### config.mk
export PLATFORM = sky130hd
export DESIGN_NAME = lsb_first_bit_packer_unit
export DESIGN_NICKNAME = d
export VERILOG_FILES = /design/src/lbp_pkg.sv /design/src/lbp_byte_shifter.sv /design/src/lsb_first_bit_packer_unit.sv
export SDC_FILE = /design/constraint.sdc
export NUM_CORES = 1
export LEC_CHECK = 0
export ABC_AREA = 1
export BUFFER_PORTS_ARGS = -buffer_cell sky130_fd_sc_hd__buf_2
export CAP_MARGIN = 20
export CORE_MARGIN = 1.5
export CORE_UTILIZATION = 64
export CTS_CLUSTER_SIZE = 40
export DETAILED_ROUTE_END_ITERATION = 10
export GPL_TIMING_DRIVEN = 0
export PLACE_DENSITY = 0.85
export SLEW_MARGIN = 10
export SYNTH_ARGS = -nofsm -noshare
export SYNTH_HDL_FRONTEND = slang
export SYNTH_SLANG_ARGS = --single-unit
### constraint.sdc
create_clock -name clock -period 15.65 [get_ports clock]
set_clock_uncertainty 0.05 [all_clocks]
set_input_delay 3.9125 -clock clock [delete_from_list [all_inputs] [get_ports clock]]
set_output_delay 3.9125 -clock clock [all_outputs]
set_load 0.01 [all_outputs]
### src/lbp_pkg.sv
// shared types and constants for the lsb-first bit packer
// no dependencies
`default_nettype none

package lbp_pkg;

   // field widths
   localparam int MaxFieldBits = 64;
   localparam int OpW          = 2;
   localparam int CountW       = 7;
   localparam int CapW         = 16;
   localparam int OffsetW      = 3;
   localparam int PendW        = 7;
   localparam int TotalW       = CapW + OffsetW;
   localparam int ByteW        = 8;

   // work register holds a partial byte plus one aligned field
   localparam int WorkBits = MaxFieldBits + ByteW;
   localparam int MaxBytes = WorkBits / ByteW;
   localparam int NbytesW  = $clog2(MaxBytes + 1);

   localparam logic [CapW-1:0] CapReset = 16'd256;

   // write length limits, capped at the largest field
   localparam int Lim16 = (16 < MaxFieldBits) ? 16 : MaxFieldBits;
   localparam int Lim32 = (32 < MaxFieldBits) ? 32 : MaxFieldBits;
   localparam int Lim64 = (64 < MaxFieldBits) ? 64 : MaxFieldBits;

   // opcodes
   localparam logic [OpW-1:0] OpWrite16 = 2'd0;
   localparam logic [OpW-1:0] OpWrite32 = 2'd1;
   localparam logic [OpW-1:0] OpWrite64 = 2'd2;
   localparam logic [OpW-1:0] OpFinish  = 2'd3;

   typedef enum logic [1:0] {
      ST_IDLE,
      ST_EVAL,
      ST_EMIT
   } lbp_state_type;

   // control into the byte shifter
   typedef struct packed {
      logic                load;
      logic                step;
      logic [WorkBits-1:0] work;
      logic [NbytesW-1:0]  nbytes;
   } lbp_shift_ctrl_type;

   // status out of the byte shifter
   typedef struct packed {
      logic [ByteW-1:0] out_byte;
      logic             present;
      logic             last;
      logic [PendW-1:0] next_pending;
   } lbp_shift_stat_type;

endpackage

`default_nettype wire

### src/lbp_byte_shifter.sv
// byte-serial shift register: delivers one packed byte per step
// depends on lbp_pkg
`default_nettype none

module lbp_byte_shifter (
   input  wire logic                        clock,
   input  wire logic                        reset,
   input  wire lbp_pkg::lbp_shift_ctrl_type ctrl,
   output lbp_pkg::lbp_shift_stat_type      stat
);

   logic [lbp_pkg::WorkBits-1:0] work_ff, work_in;
   logic [lbp_pkg::NbytesW-1:0]  left_ff, left_in;
   logic                         have_byte;

   assign have_byte = (left_ff != '0);

   // load a new aligned word or drop the byte just taken
   always_comb begin
      work_in = work_ff;
      left_in = left_ff;
      if (ctrl.load) begin
         work_in = ctrl.work;
         left_in = ctrl.nbytes;
      end else if (ctrl.step && have_byte) begin
         work_in = work_ff >> lbp_pkg::ByteW;
         left_in = left_ff - lbp_pkg::NbytesW'(1);
      end
   end

   always_ff @(posedge clock) begin
      if (reset) begin
         left_ff <= '0;
      end else begin
         left_ff <= left_in;
      end
      work_ff <= work_in;
   end

   // status of the current step
   always_comb begin
      stat.present      = have_byte;
      stat.out_byte     = have_byte ? work_ff[lbp_pkg::ByteW-1:0] : '0;
      stat.last         = (left_ff <= lbp_pkg::NbytesW'(1));
      stat.next_pending = have_byte ? work_ff[lbp_pkg::ByteW +: lbp_pkg::PendW]
                                    : work_ff[lbp_pkg::PendW-1:0];
   end

endmodule

`default_nettype wire

### src/lsb_first_bit_packer_unit.sv
// lsb-first bit packer: packs fields of 0 to 64 bits into a byte stream.
// Request channel (req_*) takes one transaction: an opcode, a value and a
// bit count. Opcodes write up to 16, 32 or 64 bits, or finish the stream.
// Response channel (rsp_*) returns one result per completed byte, or a
// single result with byte_present low when no byte completes; rsp_last
// marks the final result of a transaction. Each result carries accepted,
// stream_ok and bits_total as they stand after the transaction.
// The csr channel writes capacity_bytes and restarts the stream; it is
// taken only while no transaction is in work.
// Timing: a transaction is accepted, evaluated in the next cycle, then its
// results leave the byte shifter one per cycle while rsp_stall is low. A
// transaction has k results (k is 1 to 8 for a write, 1 for a finish),
// moved out by the byte-serial shifter one byte per cycle unless
// rsp_stall pauses it.
// rsp_stall holds the output register and pauses the shifter; req_stall
// stays high until the last result has been loaded into the output register.
// Reset (synchronous) sets capacity to 256, clears the counters and sets the
// stream flag; no results are pending after reset.
// depends on lbp_pkg and lbp_byte_shifter
`default_nettype none

module lsb_first_bit_packer_unit (
   input  wire logic                               clock,
   input  wire logic                               reset,
   // request channel
   input  wire logic                               req_valid,
   output logic                                    req_stall,
   input  wire logic [lbp_pkg::OpW-1:0]            req_opcode,
   input  wire logic [lbp_pkg::MaxFieldBits-1:0]   req_data_value,
   input  wire logic [lbp_pkg::CountW-1:0]         req_bit_count,
   // response channel
   output logic                                    rsp_valid,
   input  wire logic                               rsp_stall,
   output logic [lbp_pkg::ByteW-1:0]               rsp_out_byte,
   output logic                                    rsp_byte_present,
   output logic                                    rsp_accepted,
   output logic                                    rsp_stream_ok,
   output logic [lbp_pkg::TotalW-1:0]              rsp_bits_total,
   output logic                                    rsp_last,
   // configuration channel
   input  wire logic                               csr_valid,
   output logic                                    csr_ready,
   input  wire logic [lbp_pkg::CapW-1:0]           csr_capacity_bytes
);

   lbp_pkg::lbp_state_type state_ff, state_in;

   // captured request
   logic [lbp_pkg::OpW-1:0]          op_ff;
   logic [lbp_pkg::MaxFieldBits-1:0] data_ff;
   logic [lbp_pkg::CountW-1:0]       count_ff;

   // stream state
   logic [lbp_pkg::CapW-1:0]    cap_ff, cap_in;
   logic [lbp_pkg::PendW-1:0]   pending_ff, pending_in;
   logic [lbp_pkg::OffsetW-1:0] offset_ff, offset_in;
   logic [lbp_pkg::CapW-1:0]    bytes_done_ff, bytes_done_in;
   logic                        flag_ff, flag_in;
   logic                        accepted_ff, accepted_in;

   // output register
   logic                        rsp_valid_ff, rsp_valid_in;
   logic [lbp_pkg::ByteW-1:0]   rsp_byte_ff;
   logic                        rsp_present_ff;
   logic                        rsp_accepted_ff;
   logic                        rsp_ok_ff;
   logic [lbp_pkg::TotalW-1:0]  rsp_total_ff;
   logic                        rsp_last_ff;

   // handshake and control
   logic req_take, csr_take, eval_en, step_en, out_free;

   // evaluation datapath
   logic [lbp_pkg::TotalW-1:0]       total_now;
   logic [lbp_pkg::TotalW:0]         total_sum;
   logic [lbp_pkg::CountW-1:0]       limit;
   logic                             write_ok;
   logic [lbp_pkg::MaxFieldBits-1:0] field_mask;
   logic [lbp_pkg::WorkBits-1:0]     aligned;
   logic [lbp_pkg::CountW:0]         bits_after;
   logic                             is_finish;

   lbp_pkg::lbp_shift_ctrl_type shift_ctrl;
   lbp_pkg::lbp_shift_stat_type shift_stat;

   lbp_byte_shifter u_shifter (
      .clock (clock),
      .reset (reset),
      .ctrl  (shift_ctrl),
      .stat  (shift_stat)
   );

   assign req_take = req_valid && !req_stall;
   assign csr_take = csr_valid && csr_ready;
   assign out_free = !rsp_valid_ff || !rsp_stall;

   // next state
   always_comb begin
      state_in = state_ff;
      unique case (state_ff)
         lbp_pkg::ST_IDLE: if (req_take) state_in = lbp_pkg::ST_EVAL;
         lbp_pkg::ST_EVAL: state_in = lbp_pkg::ST_EMIT;
         lbp_pkg::ST_EMIT: if (out_free && shift_stat.last) state_in = lbp_pkg::ST_IDLE;
         default:          state_in = lbp_pkg::ST_IDLE;
      endcase
   end

   // control outputs
   always_comb begin
      req_stall = 1'b1;
      csr_ready = 1'b0;
      eval_en   = 1'b0;
      step_en   = 1'b0;
      unique case (state_ff)
         lbp_pkg::ST_IDLE: begin
            csr_ready = 1'b1;
            req_stall = csr_valid;
         end
         lbp_pkg::ST_EVAL: eval_en = 1'b1;
         lbp_pkg::ST_EMIT: step_en = out_free;
         default: ;
      endcase
   end

   // length limit per write opcode
   always_comb begin
      unique case (op_ff)
         lbp_pkg::OpWrite16: limit = lbp_pkg::CountW'(lbp_pkg::Lim16);
         lbp_pkg::OpWrite32: limit = lbp_pkg::CountW'(lbp_pkg::Lim32);
         default:            limit = lbp_pkg::CountW'(lbp_pkg::Lim64);
      endcase
   end

   // write checks: flag, length limit, byte capacity
   assign is_finish = (op_ff == lbp_pkg::OpFinish);
   assign total_now = {bytes_done_ff, offset_ff};
   assign total_sum = {1'b0, total_now} + (lbp_pkg::TotalW + 1)'(count_ff);
   assign write_ok  = flag_ff && (count_ff <= limit) &&
                      (total_sum <= {1'b0, cap_ff, {lbp_pkg::OffsetW{1'b0}}});

   // mask the field and align it behind the partial byte
   always_comb begin
      for (int i = 0; i < lbp_pkg::MaxFieldBits; i++) begin
         field_mask[i] = ((lbp_pkg::CountW + 1)'(i) < {1'b0, count_ff});
      end
      aligned = ({{lbp_pkg::ByteW{1'b0}}, data_ff & field_mask} << offset_ff) |
                lbp_pkg::WorkBits'(pending_ff);
   end

   assign bits_after = (lbp_pkg::CountW + 1)'(offset_ff) + (lbp_pkg::CountW + 1)'(count_ff);

   // shifter load and step
   always_comb begin
      shift_ctrl.load   = eval_en;
      shift_ctrl.step   = step_en;
      shift_ctrl.work   = lbp_pkg::WorkBits'(pending_ff);
      shift_ctrl.nbytes = '0;
      if (is_finish) begin
         shift_ctrl.nbytes = lbp_pkg::NbytesW'(offset_ff != '0);
      end else if (write_ok) begin
         shift_ctrl.work   = aligned;
         shift_ctrl.nbytes = lbp_pkg::NbytesW'(bits_after >> lbp_pkg::OffsetW);
      end
   end

   // stream state update
   always_comb begin
      cap_in        = cap_ff;
      pending_in    = pending_ff;
      offset_in     = offset_ff;
      bytes_done_in = bytes_done_ff;
      flag_in       = flag_ff;
      accepted_in   = accepted_ff;
      if (csr_take) begin
         cap_in        = csr_capacity_bytes;
         pending_in    = '0;
         offset_in     = '0;
         bytes_done_in = '0;
         flag_in       = (csr_capacity_bytes != '0);
      end else if (eval_en) begin
         if (is_finish) begin
            offset_in     = '0;
            bytes_done_in = '0;
            flag_in       = (cap_ff != '0);
            accepted_in   = 1'b1;
         end else begin
            flag_in     = write_ok;
            accepted_in = write_ok;
            if (write_ok) begin
               offset_in     = bits_after[lbp_pkg::OffsetW-1:0];
               bytes_done_in = bytes_done_ff +
                               lbp_pkg::CapW'(bits_after >> lbp_pkg::OffsetW);
            end
         end
      end else if (step_en && shift_stat.last) begin
         // partial byte left over once the last byte is out
         pending_in = shift_stat.next_pending;
      end
   end

   assign rsp_valid_in = step_en ? 1'b1 : (rsp_valid_ff && rsp_stall);

   // control registers
   always_ff @(posedge clock) begin
      if (reset) begin
         state_ff      <= lbp_pkg::ST_IDLE;
         cap_ff        <= lbp_pkg::CapReset;
         pending_ff    <= '0;
         offset_ff     <= '0;
         bytes_done_ff <= '0;
         flag_ff       <= 1'b1;
         rsp_valid_ff  <= 1'b0;
      end else begin
         state_ff      <= state_in;
         cap_ff        <= cap_in;
         pending_ff    <= pending_in;
         offset_ff     <= offset_in;
         bytes_done_ff <= bytes_done_in;
         flag_ff       <= flag_in;
         rsp_valid_ff  <= rsp_valid_in;
      end
   end

   // request capture and output payload
   always_ff @(posedge clock) begin
      accepted_ff <= accepted_in;
      if (req_take) begin
         op_ff    <= req_opcode;
         data_ff  <= req_data_value;
         count_ff <= req_bit_count;
      end
      if (step_en) begin
         rsp_byte_ff     <= shift_stat.out_byte;
         rsp_present_ff  <= shift_stat.present;
         rsp_accepted_ff <= accepted_ff;
         rsp_ok_ff       <= flag_ff;
         rsp_total_ff    <= total_now;
         rsp_last_ff     <= shift_stat.last;
      end
   end

   assign rsp_valid        = rsp_valid_ff;
   assign rsp_out_byte     = rsp_byte_ff;
   assign rsp_byte_present = rsp_present_ff;
   assign rsp_accepted     = rsp_accepted_ff;
   assign rsp_stream_ok    = rsp_ok_ff;
   assign rsp_bits_total   = rsp_total_ff;
   assign rsp_last         = rsp_last_ff;

endmodule

`default_nettype wire

==> results of run 1 <==
layout make-up:
cell class              instances  area [sq um]  area share
multi-input cells            1087          5750       0.393
inverters                     108           408      0.0279
repair buffers                131           731      0.0500
clock inverters                14           131     0.00899
plain buffers                  77           369      0.0253
flip-flops and latches        226          6290       0.430
clock buffers                  27           612      0.0419
well taps                     265           332      0.0227
Yosys cell counts, types with 21 or more instances:
library cell	number
nand2_1	473
edfxtp_1	176
o21ai_0	154
inv_1	96
nor2_1	79
a21oi_1	65
clkbuf_1	51
dfxtp_1	50
nand3_1	47
ha_1	33
o21ai_1	28
o211ai_1	26
o21ai_2	21
power by group through the flow:
stage	Combinational [mW]	Clock (mW)	Sequential [mW]
floorplan	0.101	0	0.697
global placement	0.153	0	0.700
detailed placement	0.161	0	0.699
CTS	0.163	0.546	0.686
global route	0.182	0.566	0.688
finish	0.167	0.543	0.686
metrics by stage:
| step | setup slack, ps | instance area (sq um) |
|---|---|---|
| 2_1_floorplan | 7630 | 12800 |
| 3_3_place_gp | 6120 | 13800 |
| 3_5_place_dp | 7350 | 13900 |
| 4_1_cts | 7350 | 14600 |
| 5_1_grt | 7310 | 14600 |
| 6_report | 7350 | 14600 |
worst max-delay path, delay by kind of cell:
| family | cells | cell delay, ps |
|---|---|---|
| buf+inv | 3 | 330 |
| simple gates | 1 | 100 |
sequential cells by signal, summed over array words and instances, names as in the netlist:
| signal | cells |
|---|---|
| rsp_bits_total | 19 |
| data_ff | 64 |
| bytes_done_ff | 16 |
| rsp_byte_present | 1 |
| pending_ff | 7 |
| state_ff | 2 |
| count_ff | 7 |
| accepted_ff | 1 |
| u_shifter.work_ff | 71 |
| offset_ff | 3 |
| rsp_valid | 1 |
| rsp_accepted | 1 |
| op_ff | 2 |
| u_shifter.left_ff | 4 |
| rsp_last | 1 |
| cap_ff | 16 |
| rsp_out_byte | 8 |
| rsp_stream_ok | 1 |
| flag_ff | 1 |
path summary, 6_finish.rpt:
path                                     endpoint  slack, ps  depth (start not counted)
setup / recovery                        req_stall       7350                          4
hold / removal             rsp_accepted$_DFFE_PP_        390                          0
setup reg to reg  u_shifter.work_ff[10]$_DFFE_PP_      10590                         24
hold reg to reg            rsp_accepted$_DFFE_PP_        390                          0
cell families (layout without fill, tap and decap cells):
family                     after synthesis  count (layout)
AOI/OAI and AO/OA                      334             334
xor gates and xnor gates                28              28
adders and majority gates               35              35
buffers and inverters                  185             357
DFF                                    226             226
muxes                                   14              14
and+or+nand+nor                        676             676
per-layer routing:
metal / vias to the layer above / part of all wire / global-route usage
met4: 0 / 0.030 / 0.116
met3: 87 / 0.10 / 0.0573
met1: 5230 / 0.42 / 0.506
met2: 711 / 0.45 / 0.564
met5: - / 0 / 0
li1: 5390 / - / -
==> results.md, run 1 <==
- Final cell count without fillers: 1935
- Slew Limit Fails: 0
- Actual slew at the worst max-slew pin: 821 ps
- P_sw: 0.355 mW
- Comb pwr share: 0.120
- Largest family of logic cells by synthesized area: simple AND/OR/NAND/NOR gates
- CP cell instances: buf_2 -> inv_1 -> nand2_1 -> buf_2
- IO Pins: 128
- Post-synthesis sequential area ratio: 0.491
- Num Clock Sinks: 226
- Syn_area_per_cell: 8.54 sq um
- Top_reg_cell synth: edfxtp_1
- Internal power: 1.04 mW
- Tcrit/Tclk final: 0.530
- Crit end category: output pin
- Mux contribution to synthesized area: 0.0110
- Total CTS buffers: 23
- VDD IR-drop max: 0.0000897 V
- Slowest CP cell: buf_2
- TritonCTS clock tree: done
- Cells after synthesis: 1498
- Initial antenna violation count: 0
- Worst rel slew slack: 0.452
- Largest net degree at the start of global routing: 55
- Max Freq: 0.120 GHz
- RR Startpoint: count_ff[0]$_DFFE_PP_
- Ys async rst share: 0
- FP Rows: 51
- CTS resizes: 0
- Post-synth EDFFs: 176
- Root Driver: clkbuf_16
- Worst-Skew Late Latency: 530 ps
- Via count: 11418
- WL per Instance: 19.1 um
- Die height: 144 um
- GRT Overall Usage: 0.357
- Share of layout cells above drive strength 1: 0.163
- Count of final setup violators: 0
- Post-layout util: 0.749
- First-pass GRT wire length: 56.3 mm
- Max Root-Sink Buffers: 3
- Worst setup path startpoint: csr_valid
- Most frequent cells in the layout: nand2_1, edfxtp_1, o21ai_0
- Status: completed
- Adder-cell share of the synthesized area: 0.0354
- GR Overflow Total: 0
- Synth Net Count: 1627
- Fin Hold WS: 388 ps
- CTS H-tree lvls: 1
- Post-DP HPWL: 28.5 mm
- CP required: 11690 ps
- GP Congestion: 0.966
- WS Path Type: primary input to output pin
- 1st-pass router iterations: 6
- Initial Util: 0.655
- Overall Power: 1.40 mW
- Reg clk slew, reported paths: 60 ps
- Placed insts: 1894
- CP max FO: 3
- DRC violations left: 0
- Post-synthesis register bit count: 226
- Pwr dens: 95.5 nW/um^2
- Hold Path Class: flop to flop
- Layout fillers: 1448
- Final hold violations: 0
- Post-Synth XOR/XNOR Area: 0.0192
- Sw Ratio: 0.255
- RSZ-0062 raised after global routing: no
- NumNets Final: 1783
- Yosys warns: 0
- Max cap viols: 0
- Die ar.: 20800 sq um
- Hold Path Origin: accepted_ff$_SDFFCE_PP1P_
- Clock power frac: 0.389
- Largest area contributor in the synthesized netlist: edfxtp_1
- Critical path's most frequent cell: buf_2
- Max stage delay on crit path: 180 ps
- Synth Area in Compound Gates: 0.155
- Hold Buf Count CTS: 0
- DR iter-0 viols: 1359
- Crit start category: primary input
- P&R area growth vs syn: 14.3%
- Post-DR vias/cell: 5.90
- Critical path arrival: 4340 ps
- Final wirelength: 36.9 mm
- Crit path time final: 8300 ps
- IO buf count: 127
- Most common cell after layout, fill and taps aside: nand2_1
- Synth top area share: 0.413
- Pleak: 6.15 nW
- Flop pwr share: 0.492
- Final ANT Viol Nets: 0
- Synth cell types: 56
- Core outline area: 19500 sq um
- Number of global-route vias before repair: 10544
- Simple-gate share of the synthesized area: 0.228
- Mapped cell area: 12800 sq um
- Largest cells by area after synthesis: edfxtp_1, nand2_1, dfxtp_1, o21ai_0, ha_1
- Antenna cells: 0
- Postcts setup bufs: 0
- Die X: 144 um
- Setup_tns: 0 ps
No activity file was read; power rests on OpenSTA's default activity.
==> run 2: changes to the inputs <==
Settings changed: CORE_UTILIZATION 64 to 60, PLACE_DENSITY 0.85 to 0.81.
Clock period 15.65 ns to 8.5 ns, I/O delays scaled along.
==> results.md, run 2 (synthesis results as in run 1) <==
- Tcrit/Tclk final: 0.574
- Slowest CP cell: edfxtp_1
- Post-DR vias/cell: 5.78 (-2.1%)
- Largest net degree at the start of global routing: 72 (+31%)
- Max stage delay on crit path: 620 ps (+440 ps)
- Count of final setup violators: 0 (unchanged)
- Final ANT Viol Nets: 0 (unchanged)
- Register-to-register setup slack: 3620 ps (-6970 ps)
- 1st-pass router iterations: 5 (-1)
- RSZ-0062 raised after global routing: no
- Post-layout util: 0.695 (-0.0533)
- Pleak: 6.12 nW (-0.49%)
- Num Clock Sinks: 226 (unchanged)
- Top reg by flops: u_shifter.work_ff
- DRC violations left: 0 (unchanged)
- Internal power: 1.87 mW (+80%)
- Critical path arrival: 5180 ps (+840 ps)
- GRT Overall Usage: 0.326 (-0.0317)
- GP Congestion: 0.974 (+0.83%)
- CTS H-tree lvls: 1 (unchanged)
- Crit end category: flop
- CP max FO: 10 (+7)
- WHS Path Cells: 0 (unchanged)
- Final hold violations: 0 (unchanged)
- Hold endpoint: rsp_bits_total[11]$_DFFE_PP_
- DR iter-0 viols: 1261 (-7.2%)
- FP Rows: 53 (+3.9%)
- Final cell count without fillers: 1943 (+0.41%)
- Postcts setup bufs: 0 (unchanged)
- Die height: 149 um (+3.2%)
- Via count: 11228 (-1.7%)
- P_sw: 0.628 mW (+77%)
- Total CTS buffers: 22 (-4.3%)
- RR Startpoint: count_ff[0]$_DFFE_PP_
- Max Root-Sink Buffers: 3 (unchanged)
- VDD IR-drop max: 0.000182 V (+100%)
- Reg2Reg Depth: 24 (unchanged)
- Max cap viols: 0 (unchanged)
- Hold Path Class: flop to flop
- Hold Path Origin: bytes_done_ff[8]$_SDFFE_PP0P_
- Comb pwr share: 0.121 (about the same)
- Slew Limit Fails: 0 (unchanged)
- Crit start category: flop
- CP required: 8800 ps (-2890 ps)
- Worst rel slew slack: 0.484 (+0.0315)
- IO Pins: 128 (unchanged)
- Root Driver: clkbuf_16
- CP cell instances: ha_1 -> fa_1 -> nand2_1 -> nand2_1 -> a21oi_1 -> o21ai_0 -> a21o_1 -> nand2_1 -> a21oi_2 -> nand3_1 -> inv_1 -> nand2_1 -> nand2_1 -> inv_1 -> ha_1 -> nand2_1 -> nor2_1 -> nand2_1 -> nor3_1 -> nand4_4 -> a21boi_4 -> nand2_4 -> buf_6 -> o21ai_2
- Number of flip-flops in the largest register: 71 (unchanged)
- NumNets Final: 1782 (-0.056%)
- Status: completed
- Core outline area: 21000 sq um (+7.3%)
- Die ar.: 22200 sq um (+6.5%)
- TritonCTS clock tree: done
- Hold Buf Count CTS: 0 (unchanged)
- Die X: 149 um (+3.2%)
- Final wirelength: 35.8 mm (-3.1%)
- Worst-Skew Late Latency: 520 ps (about the same)
- Most common cell after layout, fill and taps aside: nand2_1
- GR Overflow Total: 0 (unchanged)
- Crit path time final: 4880 ps
- Actual slew at the worst max-slew pin: 774 ps (-47.3 ps)
- Placed insts: 1904 (+0.53%)
- WL per Instance: 18.4 um (-3.5%)
- Number of global-route vias before repair: 10118 (-4.0%)
- Antenna cells: 0 (unchanged)
- P&R area growth vs syn: 13.9%
- IO buf count: 127 (unchanged)
- Initial Util: 0.610 (-0.0447)
- Worst flop-to-flop path endpoint: u_shifter.work_ff[60]$_DFFE_PP_
- Flop pwr share: 0.506 (+0.014)
- Max Freq: 0.205 GHz
- Setup_tns: 0 ps (unchanged)
- Post-DP HPWL: 28.0 mm (-1.8%)
- CTS resizes: 0 (unchanged)
- Share of layout cells above drive strength 1: 0.161 (-0.00280)
- WS Path Type: flop to flop
- Initial antenna violation count: 0 (unchanged)
- Reg clk slew, reported paths: 70 ps (about the same)
- First-pass GRT wire length: 55.4 mm (-1.6%)
- Most frequent cells in the layout: nand2_1, edfxtp_1, o21ai_0
- Pwr dens: 172 nW/um^2 (+80%)
- Critical path's most frequent cell: nand2_1
- Clock power frac: 0.373 (-0.016)
- Sw Ratio: 0.251 (-0.00341)
## run 2: critical path, delay by kind of cell, from the launching register on
kind / cells / cell delay (ps)
AOI/OAI and AO/OA: 6 / 1360
adders and majority gates: 3 / 760
buffers and inverters: 3 / 360
DFF: 1 / 620
and+or+nand+nor: 12 / 1540
## run 2: power by group through the flow
stage | logic [mW] | registers [mW] | clock network (mW)
detailed placement | 0.294 | 1.29 | 0
CTS | 0.296 | 1.26 | 0.943
global placement | 0.282 | 1.29 | 0
floorplan | 0.187 | 1.28 | 0
global route | 0.335 | 1.27 | 0.979
finish | 0.303 | 1.26 | 0.933
## run 2: worst max path at each step
stage               slack (ps)                                end             startpoint
floorplan                 2470     u_shifter.work_ff[0]$_DFFE_PP_              rsp_stall
global placement           810  u_shifter.left_ff[0]$_SDFFE_PP0P_              rsp_stall
detailed placement        3740    u_shifter.work_ff[60]$_DFFE_PP_  count_ff[0]$_DFFE_PP_
CTS                       3700    u_shifter.work_ff[60]$_DFFE_PP_  count_ff[0]$_DFFE_PP_
global route              3290    u_shifter.work_ff[60]$_DFFE_PP_  count_ff[0]$_DFFE_PP_
finish                    3620    u_shifter.work_ff[60]$_DFFE_PP_  count_ff[0]$_DFFE_PP_
## run 2: cell type report
type                       count  area, sq um
inverter                     108          408
multi-input combinational   1087         5750
clock inverter                10         76.3
sequential                   226         6290
fill                        1672         6380
timing repair buffer         131          731
buffer                        77          369
tap                          275          344
clock buffer                  29          608
## run 2: routing by layer
layer | wire [um] | global-route usage | vias to the layer above
met3 | 3130 | 0.0434 | 58
met2 | 15700 | 0.499 | 605
met4 | 845 | 0.0817 | 0
met1 | 16000 | 0.491 | 5178
li1 | - | - | 5387
met5 | 0 | 0 | -
## run 2: per-stage QoR
stage	total power [mW]	area [sq um]	hold slack (ps)	worst slack (ps)
after floorplan	1.47	12800	350	2470
after global placement	1.57	13800	353	809
after detailed placement	1.58	13900	362	3740
after CTS	2.50	14600	378	3700
after global routing	2.58	14600	390	3290
final	2.50	14600	376	3620
==> run 3: changes to the inputs <==
Settings changed: CORE_UTILIZATION 60 to 54, PLACE_DENSITY 0.81 to 0.77.
Clock period 8.5 ns to 4.22 ns, I/O delays scaled along.
==> results.md, run 3 (synthesis results as in run 1) <==
- Status: completed
- 1st-pass router iterations: 7 (+2)
- IO buf count: 127 (unchanged)
- Final instance area: 15100 sq um (+3.6%)
- Root Driver: clkbuf_16
- FP Rows: 56 (+5.7%)
- Max layer used: met4
- GR Overflow Total: 0 (unchanged)
- Overall Power: 5.25 mW (+110%)
- RR Startpoint: count_ff[0]$_DFFE_PP_
- IO Pins: 128 (unchanged)
- DP Area: 13900 sq um (+0.35%)
- WS Path Type: flop to flop
- Worst setup path startpoint: count_ff[0]$_DFFE_PP_
- Hold Path Class: flop to flop
- Max Root-Sink Buffers: 3 (unchanged)
- Via count: 11108 (-1.1%)
- Most common cell after layout, fill and taps aside: nand2_1
- Internal power: 3.89 mW (+110%)
- P&R area growth vs syn: 18.0%
- Pleak: 6.30 nW (+2.8%)
- GRT Overall Usage: 0.296 (-0.0294)
- Worst setup margin: 29.2 ps (-3590 ps)
- Reg clk slew, reported paths: 60 ps (about the same)
- CP required: 4570 ps (-4230 ps)
- Critical path arrival: 4540 ps (-640 ps)
- Number of global-route vias before repair: 10095 (-0.23%)
- DR iter-0 viols: 914 (-28%)
- Final wirelength: 36.8 mm (+2.8%)
- Clock power frac: 0.394 (+0.021)
- Hold Buf Count CTS: 0 (unchanged)
- Fin Hold WS: 375 ps (-0.251 ps)
- Sw Ratio: 0.259 (+0.00829)
- First-pass GRT wire length: 55.6 mm (+0.49%)
- Register-to-register setup slack: 30 ps (-3590 ps)
- Flop pwr share: 0.484 (-0.022)
- Number of flip-flops in the largest register: 71 (unchanged)
- Reg2Reg Depth: 24 (unchanged)
- Total CTS buffers: 24 (+9.1%)
- TritonCTS clock tree: done
- Worst Setup EP: u_shifter.work_ff[29]$_DFFE_PP_
- WL met2: 16.7 mm (+6.0%)
- Count of final setup violators: 0 (unchanged)
- Pwr dens: 348 nW/um^2 (+100%)
- Largest net degree at the start of global routing: 42 (-42%)
- Met1 wire length: 16.4 mm (+2.0%)
- DRC violations left: 0 (unchanged)
- Worst flop-to-flop path endpoint: u_shifter.work_ff[29]$_DFFE_PP_
- Slew Limit Fails: 0 (unchanged)
- Post-DP HPWL: 28.4 mm (+1.6%)
- Crit end category: flop
- Comb pwr share: 0.122 (about the same)
- Initial antenna violation count: 0 (unchanged)
- Antenna cells: 0 (unchanged)
- Worst slack, placed: -486 ps (-4220 ps)
- Worst-Skew Late Latency: 540 ps (+20 ps)
- CTS H-tree lvls: 1 (unchanged)
- VDD IR-drop max: 0.000370 V (+100%)
- Share of layout cells above drive strength 1: 0.195 (+0.0346)
- Final hold violations: 0 (unchanged)
- Crit path time final: 4190 ps (-685 ps)
- NumNets Final: 1801 (+1.1%)
- Num Clock Sinks: 226 (unchanged)
- GP Congestion: 0.981 (+0.75%)
- WL per Instance: 18.3 um (-0.59%)
- Actual slew at the worst max-slew pin: 834 ps (+60.1 ps)
- Tcrit/Tclk final: 0.993 (+0.419)
- Final ANT Viol Nets: 0 (unchanged)
- RSZ-0062 raised after global routing: yes
- P_sw: 1.36 mW (+120%)
- Die ar.: 24600 sq um (+11%)
- Most frequent cells in the layout: nand2_1, edfxtp_1, o21ai_0
- Initial Util: 0.548 (-0.0622)
- Post-DR vias/cell: 5.53 (-4.3%)
- Max Freq: 0.239 GHz (+16%)
- Max cap viols: 0 (unchanged)
- Worst rel slew slack: 0.444 (-0.0401)
- Core outline area: 23300 sq um (+11%)
- WL met3: 2.73 mm (-13%)
- Die height: 157 um (+5.3%)
- Die X: 157 um (+5.3%)
- Crit start category: flop
- CP max FO: 5 (-5)
- Top reg by flops: u_shifter.work_ff
## run 3: cell type report
cell class                 instances  area, sq um
fill                            1935         8240
inverter                         108          409
multi-input combinational       1087         5940
clock inverter                    19          179
tap                              319          399
sequential                       226         6290
buffer                            77          387
clock buffer                      25          604
timing repair buffer             148          890
## run 3: repair_timing
item / 4_1_cts / 5_1_grt
gates cloned: 0 / 2
pin swaps: 4 / 20
setup endpoints to repair: 96 / 96
setup buffers: 6 / 9
resized for setup: 12 / 44
## run 3: power by group through the flow
stage          logic [mW]  registers [mW]  clock network (mW)
2_1_floorplan       0.377            2.58                   0
3_3_place_gp        0.574            2.59                   0
3_5_place_dp        0.594            2.59                   0
4_1_cts             0.607            2.54                2.09
5_1_grt             0.707            2.55                2.17
6_report            0.643            2.54                2.07
## run 3: layer usage
metal  vias up  track usage
met2       492        0.471
met3        68       0.0347
met5         -            0
met1      5125        0.431
li1       5423            -
met4         0       0.0789
## run 3: critical path: stages, from the launching register on
cell       delay, ps
edfxtp_1         420
ha_2             230
fa_2             230
nand2_2           70
nand2_4           80
a21oi_4           60
o21ai_2          140
a21o_1           180
nand2_2           80
a21oi_4          290
nand3_2          140
inv_2            100
nand2_1           60
xor2_1           170
ha_1             330
nand4_1          110
nor3_1           310
nand4_4          170
nand2_4          120
nand3_4           80
nor2_4           190
buf_8            170
clkbuf_16        150
nand2_2           40
nand2_1           70
## run 3: per-stage QoR
stage | utilization | cells | TNS [ps]
after floorplan | - | 1498 | 0
after global placement | 0.593 | 1944 | -60450
after global routing | 0.647 | 2009 | -1820
after detailed placement | 0.597 | 1948 | -33390
after CTS | 0.635 | 1998 | 0
final | 0.647 | 2009 | 0
## run 3: worst min-delay path by stage
stage	to	startpoint	slack, ps	depth (start not counted)
after floorplan	rsp_accepted$_DFFE_PP_	accepted_ff$_SDFFCE_PP1P_	350	0
after global placement	rsp_accepted$_DFFE_PP_	accepted_ff$_SDFFCE_PP1P_	350	0
after detailed placement	rsp_accepted$_DFFE_PP_	accepted_ff$_SDFFCE_PP1P_	360	0
after CTS	rsp_accepted$_DFFE_PP_	accepted_ff$_SDFFCE_PP1P_	380	0
after global routing	rsp_accepted$_DFFE_PP_	accepted_ff$_SDFFCE_PP1P_	400	0
final	rsp_accepted$_DFFE_PP_	accepted_ff$_SDFFCE_PP1P_	380	0
